File: src/hw/rtl/assert_macros.svh
// ---------------------------------------------------------------------------
// Assertion macros
// Concurrent assertion shorthands shared by the RTL.
// ---------------------------------------------------------------------------
`ifndef ASSERT_MACROS_SVH
`define ASSERT_MACROS_SVH

// same-cycle implication
`define JPC_ASSERT_IMP(lbl, clk, rst_n, ante, cons) \
    lbl: assert property (@(posedge clk) disable iff (!rst_n) (ante) |-> (cons)) \
        else $error("%m: check failed");

// implication after a fixed number of cycles
`define JPC_ASSERT_DLY(lbl, clk, rst_n, ante, n, cons) \
    lbl: assert property (@(posedge clk) disable iff (!rst_n) (ante) |-> ##n (cons)) \
        else $error("%m: check failed");

`endif

File: src/hw/rtl/jpc_pkg.sv
// ---------------------------------------------------------------------------
// jpc_pkg
// Types, constants and the CORDIC step table of the position conditioner.
// ---------------------------------------------------------------------------
`default_nettype none

package jpc_pkg;

    localparam int CORDIC_ITERS = 30;
    localparam int PRESCALE     = 28;
    localparam int ACC_FRAC     = 24;
    localparam int Z_W          = 34;
    localparam int Q_W          = 7;
    localparam int PCT_MAX      = 100;
    localparam int CFG_IDX_W    = 3;

    localparam int DEG_45  = 45;
    localparam int DEG_90  = 90;
    localparam int DEG_135 = 135;
    localparam int DEG_180 = 180;
    localparam int DEG_225 = 225;
    localparam int DEG_315 = 315;
    localparam int DEG_360 = 360;

    localparam logic [Z_W-1:0] DEG_PER_RAD_Q24 = 34'd961263669;

    localparam logic [Z_W-1:0] STEP_TABLE [10] = '{
        34'd754974720, 34'd445687602, 34'd235489088, 34'd119537938, 34'd60000934,
        34'd30029717,  34'd15018523,  34'd7509720,   34'd3754917,   34'd1877466
    };

    typedef enum logic [CFG_IDX_W-1:0] {
        REG_X_CENTER,
        REG_Y_CENTER,
        REG_X_HIGH,
        REG_X_LOW,
        REG_Y_HIGH,
        REG_Y_LOW,
        REG_DEAD_BAND
    } t_reg_idx;

    typedef enum logic [2:0] {
        PK_ZERO,
        PK_RIGHT_ANGLE,
        PK_DIAGONAL,
        PK_OCTANT,
        PK_MIRROR
    } t_phi_kind;

    typedef enum logic [2:0] {
        DIR_RIGHT,
        DIR_UP,
        DIR_LEFT,
        DIR_DOWN,
        DIR_NEUTRAL
    } t_dir;

    typedef struct packed {
        logic           neg;
        logic           zero;
        logic           sat;
        logic [Q_W-1:0] quo;
    } t_axis;

    typedef struct packed {
        logic      valid;
        logic      neutral;
        logic      x_neg;
        logic      y_neg;
        t_phi_kind kind;
        t_axis     ax_x;
        t_axis     ax_y;
    } t_ctl;

    function automatic logic [Z_W-1:0] step_deg(input int idx);
        logic [Z_W:0] sum;
        if (idx < 10) begin
            return STEP_TABLE[idx];
        end
        sum = {1'b0, DEG_PER_RAD_Q24} + ((Z_W+1)'(1) << (idx - 1));
        return Z_W'(sum >> idx);
    endfunction

endpackage

`default_nettype wire

File: src/hw/rtl/jpc_front.sv
// ---------------------------------------------------------------------------
// jpc_front
// Calibration registers, offsets, spans, dead band and CORDIC operand setup.
// ---------------------------------------------------------------------------
`default_nettype none

module jpc_front import jpc_pkg::*; #(
    parameter int SAMPLE_BITS = 8
) (
    input  wire logic                               i_clk,
    input  wire logic                               i_rst_n,
    input  wire logic                               i_start,
    input  wire logic [SAMPLE_BITS-1:0]             i_x_sample,
    input  wire logic [SAMPLE_BITS-1:0]             i_y_sample,
    input  wire logic                               i_cfg_we,
    input  wire logic [CFG_IDX_W-1:0]               i_cfg_idx,
    input  wire logic [SAMPLE_BITS-1:0]             i_cfg_data,
    output t_ctl                                    o_ctl,
    output logic [SAMPLE_BITS+Q_W-1:0]              o_xr,
    output logic [SAMPLE_BITS+Q_W-1:0]              o_xd,
    output logic [SAMPLE_BITS+Q_W-1:0]              o_yr,
    output logic [SAMPLE_BITS+Q_W-1:0]              o_yd,
    output logic signed [SAMPLE_BITS+PRESCALE+2:0]  o_cx,
    output logic signed [SAMPLE_BITS+PRESCALE+2:0]  o_cy
);

    localparam int S  = SAMPLE_BITS;
    localparam int RW = SAMPLE_BITS + Q_W;
    localparam int CW = SAMPLE_BITS + PRESCALE + 3;

    logic [S-1:0] r_x_center, r_y_center, r_x_high, r_x_low, r_y_high, r_y_low;
    logic [6:0]   r_dead_band;

    t_ctl                 r_ctl, n_ctl;
    logic [RW-1:0]        r_xr, n_xr, r_xd, n_xd, r_yr, n_yr, r_yd, n_yd;
    logic signed [CW-1:0] r_cx, n_cx, r_cy, n_cy;

    logic [S-1:0] mx, my, op_a, op_b;
    logic         xneg, yneg;
    t_axis        axx, axy;

    function automatic void prep(
        input  logic [S-1:0]  smp,
        input  logic [S-1:0]  c,
        input  logic [S-1:0]  hi,
        input  logic [S-1:0]  lo,
        output logic [S-1:0]  mag,
        output logic          dneg,
        output t_axis         ax,
        output logic [RW-1:0] rem,
        output logic [RW-1:0] dv
    );
        logic signed [S:0] d, up, dn, sp;
        logic [S:0]        spm;
        d    = $signed({1'b0, smp}) - $signed({1'b0, c});
        up   = $signed({1'b0, hi}) - $signed({1'b0, c});
        dn   = $signed({1'b0, c}) - $signed({1'b0, lo});
        sp   = (d > 0) ? up : dn;
        mag  = d[S] ? S'(-d) : S'(d);
        spm  = sp[S] ? (S+1)'(-sp) : (S+1)'(sp);
        dv   = RW'(spm);
        rem  = RW'(mag) * RW'(PCT_MAX);
        dneg = d[S];
        ax.neg  = d[S] ^ sp[S];
        ax.zero = (d == '0);
        ax.sat  = (rem >= (dv << Q_W));
        ax.quo  = '0;
    endfunction

    always_ff @(posedge i_clk) begin
        if (!i_rst_n) begin
            r_x_center  <= S'(128);
            r_y_center  <= S'(128);
            r_x_high    <= S'(255);
            r_x_low     <= '0;
            r_y_high    <= S'(255);
            r_y_low     <= '0;
            r_dead_band <= 7'd10;
        end else if (i_cfg_we) begin
            case (t_reg_idx'(i_cfg_idx))
                REG_X_CENTER:  r_x_center  <= i_cfg_data;
                REG_Y_CENTER:  r_y_center  <= i_cfg_data;
                REG_X_HIGH:    r_x_high    <= i_cfg_data;
                REG_X_LOW:     r_x_low     <= i_cfg_data;
                REG_Y_HIGH:    r_y_high    <= i_cfg_data;
                REG_Y_LOW:     r_y_low     <= i_cfg_data;
                REG_DEAD_BAND: r_dead_band <= i_cfg_data[6:0];
                default: ;
            endcase
        end
    end

    always_comb begin
        prep(i_x_sample, r_x_center, r_x_high, r_x_low, mx, xneg, axx, n_xr, n_xd);
        prep(i_y_sample, r_y_center, r_y_high, r_y_low, my, yneg, axy, n_yr, n_yd);

        n_ctl.valid   = i_start;
        n_ctl.neutral = (mx < S'(r_dead_band)) && (my < S'(r_dead_band));
        n_ctl.x_neg   = xneg;
        n_ctl.y_neg   = yneg;
        n_ctl.ax_x    = axx;
        n_ctl.ax_y    = axy;

        if (my == '0) begin
            n_ctl.kind = PK_ZERO;
        end else if (mx == '0) begin
            n_ctl.kind = PK_RIGHT_ANGLE;
        end else if (mx == my) begin
            n_ctl.kind = PK_DIAGONAL;
        end else if (my < mx) begin
            n_ctl.kind = PK_OCTANT;
        end else begin
            n_ctl.kind = PK_MIRROR;
        end

        op_a = (n_ctl.kind == PK_MIRROR) ? my : mx;
        op_b = (n_ctl.kind == PK_MIRROR) ? mx : my;
        n_cx = $signed(CW'(op_a) << PRESCALE);
        n_cy = $signed(CW'(op_b) << PRESCALE);
    end

    always_ff @(posedge i_clk) begin
        if (!i_rst_n) begin
            r_ctl <= '0;
        end else begin
            r_ctl <= n_ctl;
        end
    end

    always_ff @(posedge i_clk) begin
        r_xr <= n_xr;
        r_xd <= n_xd;
        r_yr <= n_yr;
        r_yd <= n_yd;
        r_cx <= n_cx;
        r_cy <= n_cy;
    end

    assign o_ctl = r_ctl;
    assign o_xr  = r_xr;
    assign o_xd  = r_xd;
    assign o_yr  = r_yr;
    assign o_yd  = r_yd;
    assign o_cx  = r_cx;
    assign o_cy  = r_cy;

endmodule

`default_nettype wire

File: config.mk
export PLATFORM = sky130hd
export DESIGN_NAME = jpc_front
export DESIGN_NICKNAME = d
export VERILOG_FILES = /design/src/hw/rtl/assert_macros.svh /design/src/hw/rtl/jpc_pkg.sv /design/src/hw/rtl/jpc_front.sv
export SDC_FILE = /design/constraint.sdc
export NUM_CORES = 1
export LEC_CHECK = 0
export BUFFER_PORTS_ARGS = -buffer_cell sky130_fd_sc_hd__buf_2
export CORE_MARGIN = 2
export CORE_UTILIZATION = 55
export DETAILED_ROUTE_END_ITERATION = 8
export HOLD_SLACK_MARGIN = 0.15
export PLACE_DENSITY = 0.91
export SYNTH_ARGS = -nofsm -noshare
export SYNTH_HDL_FRONTEND = slang
export SYNTH_SLANG_ARGS = --single-unit
File: constraint.sdc
create_clock -name i_clk -period 7.62 [get_ports i_clk]
set_input_delay 1.143 -clock i_clk [delete_from_list [all_inputs] [get_ports i_clk]]
set_output_delay 1.143 -clock i_clk [all_outputs]
set_load 0.005 [all_outputs]
Word-level counts from Yosys, hierarchy flattened
Index checks and enable logic that the tools add are counted.
- logic and storage cells: 82
- bits in registers: 142
- output and inout bits: 165
- $add $sub $neg: 10
- reduce and logical (&&, ||, !) cells: 13
- bitwise operators: 2
- muxes and demuxes: 12
- order comparisons: 7
- equality and inequality tests: 8
- $mul: 2
- operators by type and width (operator ; number):
    $sub A8 B8 Y9 ; 6
    $mux W8 ; 6
    $ge A15 B15 Y1 ; 2
    $mul A8 B5 Y13 const B ; 2
    $gt A9 B1 Y1 const B ; 2
    $logic_not A9 Y1 ; 2
    $mux W9 ; 2
    $neg A9 Y9 ; 2
    $logic_not A8 Y1 ; 2
    $lt A8 B7 Y1 ; 2
    $neg A8 Y8 ; 2
    $reduce_and A2 Y1 ; 7
    $eq A3 B3 Y1 const B ; 4
    $mux W3 ; 4
    $eq A8 B8 Y1 ; 1
    $lt A8 B8 Y1 ; 1
    $eq A3 B2 Y1 const B ; 2
    $eq A3 B1 Y1 const B ; 1
    $logic_not A3 Y1 ; 1
    $xor A1 B1 Y1 ; 2
    $logic_and A1 B1 Y1 ; 1

Logic depth before layout (Yosys ltp)
Gate-level depths: netlist of the first run.
- word-level depth: 10
- mapped depth: 28

Worst setup path after synthesis of the first run
No wires, ideal clock.
- kind: input to register
- from: in i_y_sample[0]
- to: reg r_ctl, in the netlist o_ctl[7]
- data required time: 7.492 ns
- stages: 26
- slack: 1.178 ns
- buffers on the path: 0
- data arrival time: 6.314 ns
- cells stage by stage: inv_1 ha_1 fa_1 ha_1 or4b_2 o21ai_0 xor2_1 inv_1 ha_1 ha_1 inv_1 fa_1 inv_1 ha_1 xnor2_1 ha_1 nor2b_1 o21ai_0 nand2b_1 a21oi_1 o41ai_1 a21o_1 a21o_1 a21o_1 a21oi_1 nor2_1
- elaborated cells between the ends (all ways): 9
- RTL lines (element ; RTL line ; RTL):
    start, declared ; jpc_front.sv:14 ; input wire logic [SAMPLE_BITS-1:0] i_y_sample,
    $sub A8 B8 Y9 (*) ; jpc_front.sv:55 ; d = $signed({1'b0, smp}) - $signed({1'b0, c});
    $neg A8 Y8 ; jpc_front.sv:59 ; mag = d[S] ? S'(-d) : S'(d);
    $mux W8 (*) ; jpc_front.sv:59 ;
    via my[2] ; jpc_front.sv:38 ; logic [S-1:0] mx, my, op_a, op_b;
    $mul A8 B5 Y13 (*) ; jpc_front.sv:62 ; rem = RW'(mag) * RW'(PCT_MAX);
    via n_yr[8] ; jpc_front.sv:35 ; logic [RW-1:0] r_xr, n_xr, r_xd, n_xd, r_yr, n_yr, r_yd, n_yd;
    $ge A15 B15 Y1 (*) ; jpc_front.sv:66 ; ax.sat = (rem >= (dv << Q_W));
    end signal, assigned ; jpc_front.sv:126 ; r_ctl <= n_ctl;
    end, declared ; jpc_front.sv:34 ; t_ctl r_ctl, n_ctl;
Mark *: on every way through the listed nets, which the timed path passes. The rest lies on a longest branch.
A chain may end at the register's enable or synchronous reset.

Worst setup path after layout of the first run
Same ends and word-level chain as after synthesis.

==> results.sh, run 1 <==
export IMPL_ys_seq_area_share_pct=26.2
export IMPL_vias=8311
export IMPL_grt_overflow_total=0
export IMPL_first_pass_iters=5
export IMPL_power_density_nw_per_um2=353
export IMPL_die_area_um2=18900
export IMPL_synth_edf_count=0
export IMPL_final_common_cell="nand2_1"
export IMPL_clock_latency_ns=0.44
export IMPL_power_mw=3.83
export IMPL_fin_skew_ns=0.00756
export IMPL_synth_adder_area_share_pct=20.4
export IMPL_startpoint_type="input port"
export IMPL_synth_area_top_cells="dfxtp_1 (26%), ha_1 (18%), buf_4 (7.1%), nand2_1 (5.9%), a21oi_1 (4.9%)"
export IMPL_synth_top_family_by_area="adder cells"
export IMPL_place_area_um2=10200
export IMPL_internal_power_mw=2.33
export IMPL_netSwitchingPower_mw=1.50
export IMPL_setup_ws_ns=0.844
export IMPL_critPathKind="in2reg"
export IMPL_cts_sinks=128
export IMPL_synth_top_area_cell="dfxtp_1"
export IMPL_hold_depth=2
export IMPL_avgSynthCellArea_um2=8.47
export IMPL_fill_cells=1346
export IMPL_slew_headroom_pct=30.8
export IMPL_fp_row_count=48
export IMPL_final_hold_viol_count=0
export IMPL_dp_cells=1470
export IMPL_detail_route_antenna_nets=0
export IMPL_maxSlewViolCount=0
export IMPL_power_switching_share_pct=39.1
export IMPL_cp_data_required_time_ns=7.95
export IMPL_r2r_end="o_ctl[7]$_SDFF_PN0_"
export IMPL_max_vdd_ir_drop_mv=0.258
export IMPL_numCtsBuffers=17
export IMPL_reg2reg_from="r_y_center[0]$_SDFFE_PN0P_"
export IMPL_cts_tree="yes"
export IMPL_pwr_share_comb_pct=52.7
export IMPL_holdPathEnd="r_x_low[1]$_SDFFE_PN0P_"
export IMPL_holdWs_ns=0.454
export IMPL_post_route_min_period_ns=6.78
export IMPL_drc=0
export IMPL_area_delta_synth_final_pct=11.0
export IMPL_cts_hold_buf=0
export IMPL_final_area_um2=10900
export IMPL_clkPwrFrac_pct=24.5
export IMPL_final_cell_mix="nand2_1 (154), ha_1 (141), dfxtp_1 (128)"
export IMPL_synthArstFlopShare_pct=0
export IMPL_post_cts_buffers=0
export IMPL_grt_pass1_vias=7923
export IMPL_max_freq_ghz=0.148
export IMPL_final_nets=1447
export IMPL_post_cts_resized=0
export IMPL_clock_path_buffers=2
export IMPL_rsz0062_at_grt="no"
export IMPL_ys_flop_type="dfxtp_1"
export IMPL_routedWlPerCell_um=16.2
export IMPL_min_from="r_x_low[1]$_SDFFE_PN0P_"
export IMPL_vias_per_cell=5.53
export IMPL_grt_pass1_wl_um=37800
export IMPL_die_w_um=137
export IMPL_cp_arrival_ns=7.10
export IMPL_initial_core_util_pct=56.4
export IMPL_post_route_cells_drive_above_1_share_pct=13.1
export IMPL_ys_warnings_count=0
export IMPL_core_area_um2=17400
export IMPL_synth_distinct_cells=80
export IMPL_dp_final_hpwl_um=18100
export IMPL_htree_levels=4
export IMPL_drt_iter0_drc=710
export IMPL_track_usage_pct=25.6
export IMPL_setup_violations=0
export IMPL_r2r_slack_ns=1.19
export IMPL_grt_antenna_before_repair=0
export IMPL_tightest_slew_ns=1.03
export IMPL_syn_inst=1155
export IMPL_pwr_share_seq_pct=22.8
export IMPL_synth_mux_area_share_pct=2.90
export IMPL_critPathMaxFanout=9
export IMPL_setup_tns_ns=0
export IMPL_synth_seq_cells=128
export IMPL_port_buffers=103
export IMPL_gp_congestion=0.932
export IMPL_clk_pin_slew_worst_paths_ns=0.06
export IMPL_grt_max_degree=39
export IMPL_utilization_pct=62.6
export IMPL_yosys_area_share_simple_pct=15.0
export IMPL_die_h_um=137
export IMPL_drv_cap=0
export IMPL_syn_area_um2=9780
export IMPL_final_cells=1502
export IMPL_hold_class="reg2reg"
export IMPL_leakagePower_nw=5.17
export IMPL_n_antenna_cell=0
export IMPL_ctsRootBufferMaster="clkbuf_16"
export IMPL_end_kind="flip-flop"
export IMPL_routed_wl_um=24400
export IMPL_synth_compound_area_share_pct=15.4
export IMPL_status="completed"
export IMPL_synthXorXnorAreaFrac_pct=7.88
export IMPL_post_place_ws_ns=0.587
export IMPL_yosysTopAreaCellShare_pct=26.2
export IMPL_reg2reg_depth=25
export IMPL_fin_crit_sh_pct=88.9
export IMPL_pin_count=196
[metal layers]
metal	global-route usage (%)	routed length, um
met1	29.7	9850
met2	43.9	12000
met3	6.00	1650
met4	13.3	916
met5	0	0
[critical path, cell delays in order]
cell      delay, ns
buf_2          0.09
inv_1          0.04
ha_1           0.22
fa_1           0.48
ha_1           0.25
or4b_2         0.66
o21ai_0        0.20
xor2_1         0.29
inv_1          0.24
ha_1           0.26
ha_1           0.27
inv_1          0.05
fa_1           0.54
inv_1          0.05
ha_1           0.34
xnor2_1        0.26
ha_1           0.30
nor2b_1        0.13
o21ai_0        0.20
nand2b_1       0.11
a21oi_1        0.17
o41ai_1        0.09
a21o_1         0.19
a21o_1         0.17
a21o_1         0.16
a21oi_1        0.15
nor2_1         0.06
[final cells by class]
type | instances | area (um^2) | area share [%]
well taps | 225 | 282 | 2.59
repair buffers | 107 | 546 | 5.02
flip-flops and latches | 128 | 2560 | 23.6
inverters | 111 | 419 | 3.86
multi-input cells | 899 | 6370 | 58.7
clock buffers | 19 | 443 | 4.08
clock inverters | 13 | 234 | 2.16
[cell usage after synthesis, types with 25 or more instances]
master / number
ha_1: 141
inv_1: 108
nand3_1: 30
nand2_1: 154
o21ai_0: 40
xor2_1: 36
a21oi_1: 96
mux2i_1: 25
buf_4: 92
xnor2_1: 47
nor2_1: 42
dfxtp_1: 128
[sequential cells by signal, indices dropped and copies added, names as in the netlist]
name and cells:
r_x_center 8, o_yr 13, o_xd 9, r_x_low 8, r_y_low 8, o_yd 9
o_cy 8, r_dead_band 7, r_y_high 8, o_ctl 13, r_y_center 8, o_xr 13
r_x_high 8, o_cx 8
[power groups by stage]
stage          logic, mW  registers, mW  clock network, mW
2_1_floorplan       1.43          0.911                  0
6_report            2.02          0.874              0.937
3_5_place_dp        1.94          0.888                  0
3_3_place_gp        1.82          0.888                  0
4_1_cts             2.00          0.875              0.945
5_1_grt             2.28          0.889              0.970
[worst max path at each step]
stage / endpoint / startpoint / cells after the start / slack [ns]
6_report: o_ctl[7]$_SDFF_PN0_ / i_y_sample[0] / 27 / 0.84
5_1_grt: o_ctl[7]$_SDFF_PN0_ / i_y_sample[0] / 27 / 0.40
4_1_cts: o_ctl[7]$_SDFF_PN0_ / i_y_sample[0] / 27 / 0.95
3_5_place_dp: o_ctl[7]$_SDFF_PN0_ / i_y_sample[0] / 27 / 0.59
3_3_place_gp: o_ctl[7]$_SDFF_PN0_ / i_y_sample[0] / 26 / 0.83
2_1_floorplan: o_ctl[7]$_SDFF_PN0_ / i_y_sample[0] / 26 / 1.18
[cell families after synthesis]
| kind of cell | count (synthesis) |
|---|---|
| AND/OR/NAND/NOR | 309 |
| AO/OA/AOI/OAI | 232 |
| buffers and inverters | 219 |
| adder cells (fa/ha/maj) | 153 |
| flip-flops | 128 |
| XOR/XNOR | 85 |
| multiplexers | 28 |
| other | 1 |
Note: power is estimated with default switching activity, not from simulation.
==> inputs of run 2 (changes only) <==
--- a/config.mk
+++ b/config.mk
@@ -6,7 +6,7 @@
 export NUM_CORES = 1
 export LEC_CHECK = 0
 export BUFFER_PORTS_ARGS = -buffer_cell sky130_fd_sc_hd__buf_2
-export CORE_MARGIN = 2
+export CORE_MARGIN = 1.5
 export CORE_UTILIZATION = 55
 export DETAILED_ROUTE_END_ITERATION = 8
 export HOLD_SLACK_MARGIN = 0.15
==> results.sh, run 2 (same netlist as run 1, synthesis figures left out) <==
export IMPL_status="completed"
export IMPL_power_density_nw_per_um2=346
export IMPL_cp_arrival_ns=7.12
export IMPL_crit_family="adder cells"
export IMPL_detail_route_antenna_nets=0
export IMPL_slew_headroom_pct=33.1
export IMPL_final_cell_mix="nand2_1 (154), ha_1 (141), dfxtp_1 (128)"
export IMPL_final_hold_viol_count=0
export IMPL_final_common_cell="nand2_1"
export IMPL_tightest_slew_ns=1.00
export IMPL_cts_sinks=128
export IMPL_r2r_slack_ns=1.20
export IMPL_first_pass_iters=5
export IMPL_post_route_min_period_ns=6.80
export IMPL_slowest_stage="or4b_2"
export IMPL_port_buffers=103
export IMPL_post_cts_buffers=0
export IMPL_critPathKind="in2reg"
export IMPL_end_kind="flip-flop"
export IMPL_clock_latency_ns=0.43
export IMPL_numCtsBuffers=17
export IMPL_reg2reg_depth=24
export IMPL_htree_levels=4
export IMPL_maxSlewViolCount=0
export IMPL_initial_core_util_pct=56.4
export IMPL_reg2reg_from="r_y_center[0]$_SDFFE_PN0P_"
export IMPL_holdPathEnd="r_dead_band[4]$_SDFFE_PN0P_"
export IMPL_setup_tns_ns=0
export IMPL_hold_depth=2
export IMPL_utilization_pct=62.0
export IMPL_drv_cap=0
export IMPL_gp_congestion=0.894
export IMPL_die_w_um=136
export IMPL_pin_count=196
export IMPL_vias_per_cell=5.55
export IMPL_min_from="r_dead_band[4]$_SDFFE_PN0P_"
export IMPL_setup_ws_ns=0.817
export IMPL_r2r_end="o_ctl[7]$_SDFF_PN0_"
export IMPL_routed_wl_um=23600
export IMPL_fp_row_count=48
export IMPL_cts_tree="yes"
export IMPL_core_area_um2=17400
export IMPL_fin_skew_ns=0.00548
export IMPL_grt_pass1_vias=7871
export IMPL_die_area_um2=18600
export IMPL_fin_crit_sh_pct=89.3
export IMPL_drt_iter0_drc=570
export IMPL_worst_path_buf_inv=5
export IMPL_die_h_um=136
export IMPL_leakagePower_nw=5.13
export IMPL_fill_cells=1417
export IMPL_clock_path_buffers=2
export IMPL_critPathMaxFanout=9
export IMPL_grt_pass1_wl_um=37200
export IMPL_cts_hold_buf=0
export IMPL_track_usage_pct=25.4
export IMPL_post_route_cells_drive_above_1_share_pct=12.9
export IMPL_ctsRootBufferMaster="clkbuf_16"
export IMPL_grt_overflow_total=0
export IMPL_setup_violations=0
export IMPL_rsz0062_at_grt="no"
export IMPL_cp_data_required_time_ns=7.93
export IMPL_crit_top_cell="ha_1"
export IMPL_post_cts_resized=0
export IMPL_cpPeakStageDelay_ns=0.66
export IMPL_routedWlPerCell_um=15.7
export IMPL_cp_depth=26
export IMPL_startpoint_type="input port"
export IMPL_vias=8327
export IMPL_hold_class="reg2reg"
export IMPL_grt_antenna_before_repair=0
export IMPL_dp_final_hpwl_um=18000
export IMPL_max_freq_ghz=0.147
export IMPL_grt_max_degree=39
export IMPL_post_place_ws_ns=0.562
export IMPL_final_nets=1447
export IMPL_drc=0
export IMPL_n_antenna_cell=0
export IMPL_max_vdd_ir_drop_mv=0.272
export IMPL_clk_pin_slew_worst_paths_ns=0.06
export IMPL_area_delta_synth_final_pct=9.98
## run 2: changes by cell type in the layout (fill, tap and decap cells not counted), sizes merged
cell and delta:
clkinv +4, clkinvlp -1, bufinv -3, inv -1
## run 2: report_power, final
part / switching (mW) / internal (mW) / total (mW)
Combinational: 1.15 / 0.878 / 2.03
Sequential: 0.0374 / 0.838 / 0.875
Clock: 0.303 / 0.508 / 0.811
Total: 1.49 / 2.22 / 3.72
## run 2: worst min-delay path, cell delays in order, from the launching register on
cell and delay [ns]:
dfxtp_1 0.31, nand2_1 0.05, a21oi_1 0.05
## run 2: layout make-up
| cell class | instances | area [um^2] | share of cell area (%) |
|---|---|---|---|
| clock buffer | 19 | 433 | 4.02 |
| timing repair buffer | 107 | 546 | 5.07 |
| clock inverter | 12 | 144 | 1.34 |
| tap | 225 | 282 | 2.62 |
| multi-input combinational | 899 | 6370 | 59.2 |
| inverter | 111 | 419 | 3.90 |
| sequential | 128 | 2560 | 23.8 |
## run 2: layer usage
metal  track usage, %  up-vias  share of wire (%)
li1                 -     3959                  -
met1             29.7     3904                 41
met2             43.8      383                 49
met3             5.52       81                6.9
met4             12.3        0                4.0
met5                0        -                  0
## run 2: how the worst max path moves through the flow
stage | slack [ns] | from | endpoint
floorplan | 1.18 | i_y_sample[0] | o_ctl[7]$_SDFF_PN0_
global placement | 0.83 | i_y_sample[0] | o_ctl[7]$_SDFF_PN0_
detailed placement | 0.56 | i_y_sample[0] | o_ctl[7]$_SDFF_PN0_
CTS | 0.95 | i_y_sample[0] | o_ctl[7]$_SDFF_PN0_
global route | 0.55 | i_y_sample[0] | o_ctl[7]$_SDFF_PN0_
finish | 0.82 | i_y_sample[0] | o_ctl[7]$_SDFF_PN0_
## run 2: per-stage QoR
stage          total power [mW]  instance area (um^2)  instances  hold WS (ns)
2_1_floorplan              2.34                 10100       1246         0.436
3_3_place_gp               2.70                 10200       1470         0.443
3_5_place_dp               2.84                 10200       1470         0.448
4_1_cts                    3.70                 10800       1501         0.456
5_1_grt                    4.00                 10800       1501         0.482
6_report                   3.72                 10800       1501         0.458
==> inputs of run 3 (changes only) <==
==> constraint.sdc (replaced) <==
create_clock -name i_clk -period 7.62 [get_ports i_clk]
set_input_delay 1.524 -clock i_clk [delete_from_list [all_inputs] [get_ports i_clk]]
set_output_delay 1.524 -clock i_clk [all_outputs]
set_load 0.005 [all_outputs]
==> results.sh, run 3 (same netlist as run 1, synthesis figures left out) <==
export IMPL_n_antenna_cell=0
export IMPL_gp_congestion=0.931
export IMPL_clk_pin_slew_worst_paths_ns=0.06
export IMPL_vias=8364
export IMPL_die_w_um=136
export IMPL_initial_core_util_pct=56.4
export IMPL_numCtsBuffers=17
export IMPL_clock_latency_ns=0.44
export IMPL_post_cts_resized=0
export IMPL_drc=0
export IMPL_track_usage_pct=25.5
export IMPL_power_density_nw_per_um2=346
export IMPL_grt_max_degree=41
export IMPL_grt_antenna_before_repair=0
export IMPL_tightest_slew_ns=0.991
export IMPL_maxSlewViolCount=0
export IMPL_drt_iter0_drc=476
export IMPL_pin_count=196
export IMPL_max_vdd_ir_drop_mv=0.267
export IMPL_cts_sinks=128
export IMPL_setup_tns_ns=0
export IMPL_status="completed"
export IMPL_die_area_um2=18600
export IMPL_utilization_pct=62.3
export IMPL_leakagePower_nw=5.16
export IMPL_final_hold_viol_count=0
export IMPL_port_buffers=103
export IMPL_crit_end="o_ctl[7]$_SDFF_PN0_"
export IMPL_clock_path_buffers=2
export IMPL_slew_headroom_pct=34.0
export IMPL_end_kind="flip-flop"
export IMPL_routed_wl_um=23700
export IMPL_post_route_min_period_ns=7.25
export IMPL_final_cell_mix="nand2_1 (154), ha_1 (141), dfxtp_1 (128)"
export IMPL_setup_violations=0
export IMPL_post_cts_buffers=0
export IMPL_startpoint_type="input port"
export IMPL_r2r_slack_ns=1.14
export IMPL_final_nets=1451
export IMPL_vias_per_cell=5.56
export IMPL_routedWlPerCell_um=15.7
export IMPL_reg2reg_depth=25
export IMPL_grt_pass1_vias=7783
export IMPL_cts_hold_buf=0
export IMPL_post_route_cells_drive_above_1_share_pct=13.2
export IMPL_place_area_um2=10200
export IMPL_area_delta_synth_final_pct=10.6
export IMPL_grt_pass1_wl_um=37100
export IMPL_ctsRootBufferMaster="clkbuf_16"
export IMPL_first_pass_iters=7
export IMPL_hold_class="reg2reg"
export IMPL_startpoint="i_y_sample[0]"
export IMPL_core_area_um2=17400
export IMPL_max_freq_ghz=0.138
export IMPL_detail_route_antenna_nets=0
export IMPL_final_area_um2=10800
export IMPL_rsz0062_at_grt="no"
export IMPL_grt_overflow_total=0
export IMPL_cp_data_required_time_ns=7.93
export IMPL_cp_arrival_ns=7.56
export IMPL_reg2reg_from="r_y_center[0]$_SDFFE_PN0P_"
export IMPL_fin_skew_ns=0.0114
export IMPL_drv_cap=0
export IMPL_htree_levels=4
export IMPL_die_h_um=136
export IMPL_cts_tree="yes"
export IMPL_fp_row_count=48
export IMPL_critPathKind="in2reg"
export IMPL_r2r_end="o_ctl[7]$_SDFF_PN0_"
export IMPL_fin_crit_sh_pct=95.2
export IMPL_final_common_cell="nand2_1"
export IMPL_critPathMaxFanout=4
export IMPL_dp_final_hpwl_um=18000
run 3: changes by cell type in the layout (fill, tap and decap cells not counted):
cell / previous run / this run
buf_4: 4 / 8
clkinv_2: 6 / 4
bufinv_16: 3 / 4
clkbuf_8: 0 / 1
run 3: stage by stage:
step	total power [mW]	cells	hold slack, ns	worst slack (ns)
floorplan	2.34	1246	0.436	0.797
global placement	2.70	1474	0.442	0.517
detailed placement	2.84	1474	0.451	0.188
CTS	3.73	1505	0.459	0.501
global route	4.03	1505	0.475	0.117
finish	3.74	1505	0.458	0.369
run 3: how the worst min path moves through the flow:
stage	slack, ns	depth (start not counted)	from	end
6_report	0.46	2	r_y_low[5]$_SDFFE_PN0P_	r_y_low[5]$_SDFFE_PN0P_
5_1_grt	0.47	2	r_dead_band[6]$_SDFFE_PN0P_	r_dead_band[6]$_SDFFE_PN0P_
4_1_cts	0.46	2	r_y_low[4]$_SDFFE_PN0P_	r_y_low[4]$_SDFFE_PN0P_
3_5_place_dp	0.45	2	r_y_low[4]$_SDFFE_PN0P_	r_y_low[4]$_SDFFE_PN0P_
3_3_place_gp	0.44	2	r_x_low[1]$_SDFFE_PN0P_	r_x_low[1]$_SDFFE_PN0P_
2_1_floorplan	0.44	2	r_dead_band[2]$_SDFFE_PN0P_	r_dead_band[2]$_SDFFE_PN0P_
run 3: final cells by class:
type	count	area (um^2)
Multi-Input combinational cell	899	6370
Sequential cell	128	2560
Timing Repair Buffer	111	576
Clock inverter	11	164
Fill cell	1391	6540
Tap cell	225	282
Clock buffer	20	447
Inverter	111	419
run 3: critical path, cell delays in order:
cell,delay (ns)
buf_2,0.09
inv_1,0.04
ha_1,0.23
fa_1,0.49
ha_1,0.26
or4b_2,0.67
o21ai_0,0.22
xor2_1,0.27
inv_1,0.18
ha_1,0.26
ha_1,0.28
inv_1,0.05
fa_1,0.55
inv_1,0.05
ha_1,0.35
a21oi_1,0.22
o21ai_0,0.18
a21oi_1,0.22
nor2_1,0.09
o21ai_0,0.16
nand2b_1,0.08
a21oi_1,0.18
xnor2_1,0.16
xnor2_1,0.20
ha_1,0.29
a21oi_1,0.20
nor2_1,0.06
run 3: metal layers:
layer | share of wire, % | vias up | global-route usage (%)
met1 | 39 | 3909 | 29.5
met4 | 4.2 | 0 | 14.2
li1 | - | 3976 | -
met2 | 49 | 398 | 42.9
met3 | 7.6 | 81 | 6.56
met5 | 0 | - | 0
run 3: power breakdown:
group / leakage [nW] / total [mW] / switching [mW] / internal (mW)
logic: 3.81 / 2.01 / 1.14 / 0.877
clock network: 0.296 / 0.851 / 0.301 / 0.551
registers: 1.06 / 0.878 / 0.0393 / 0.838
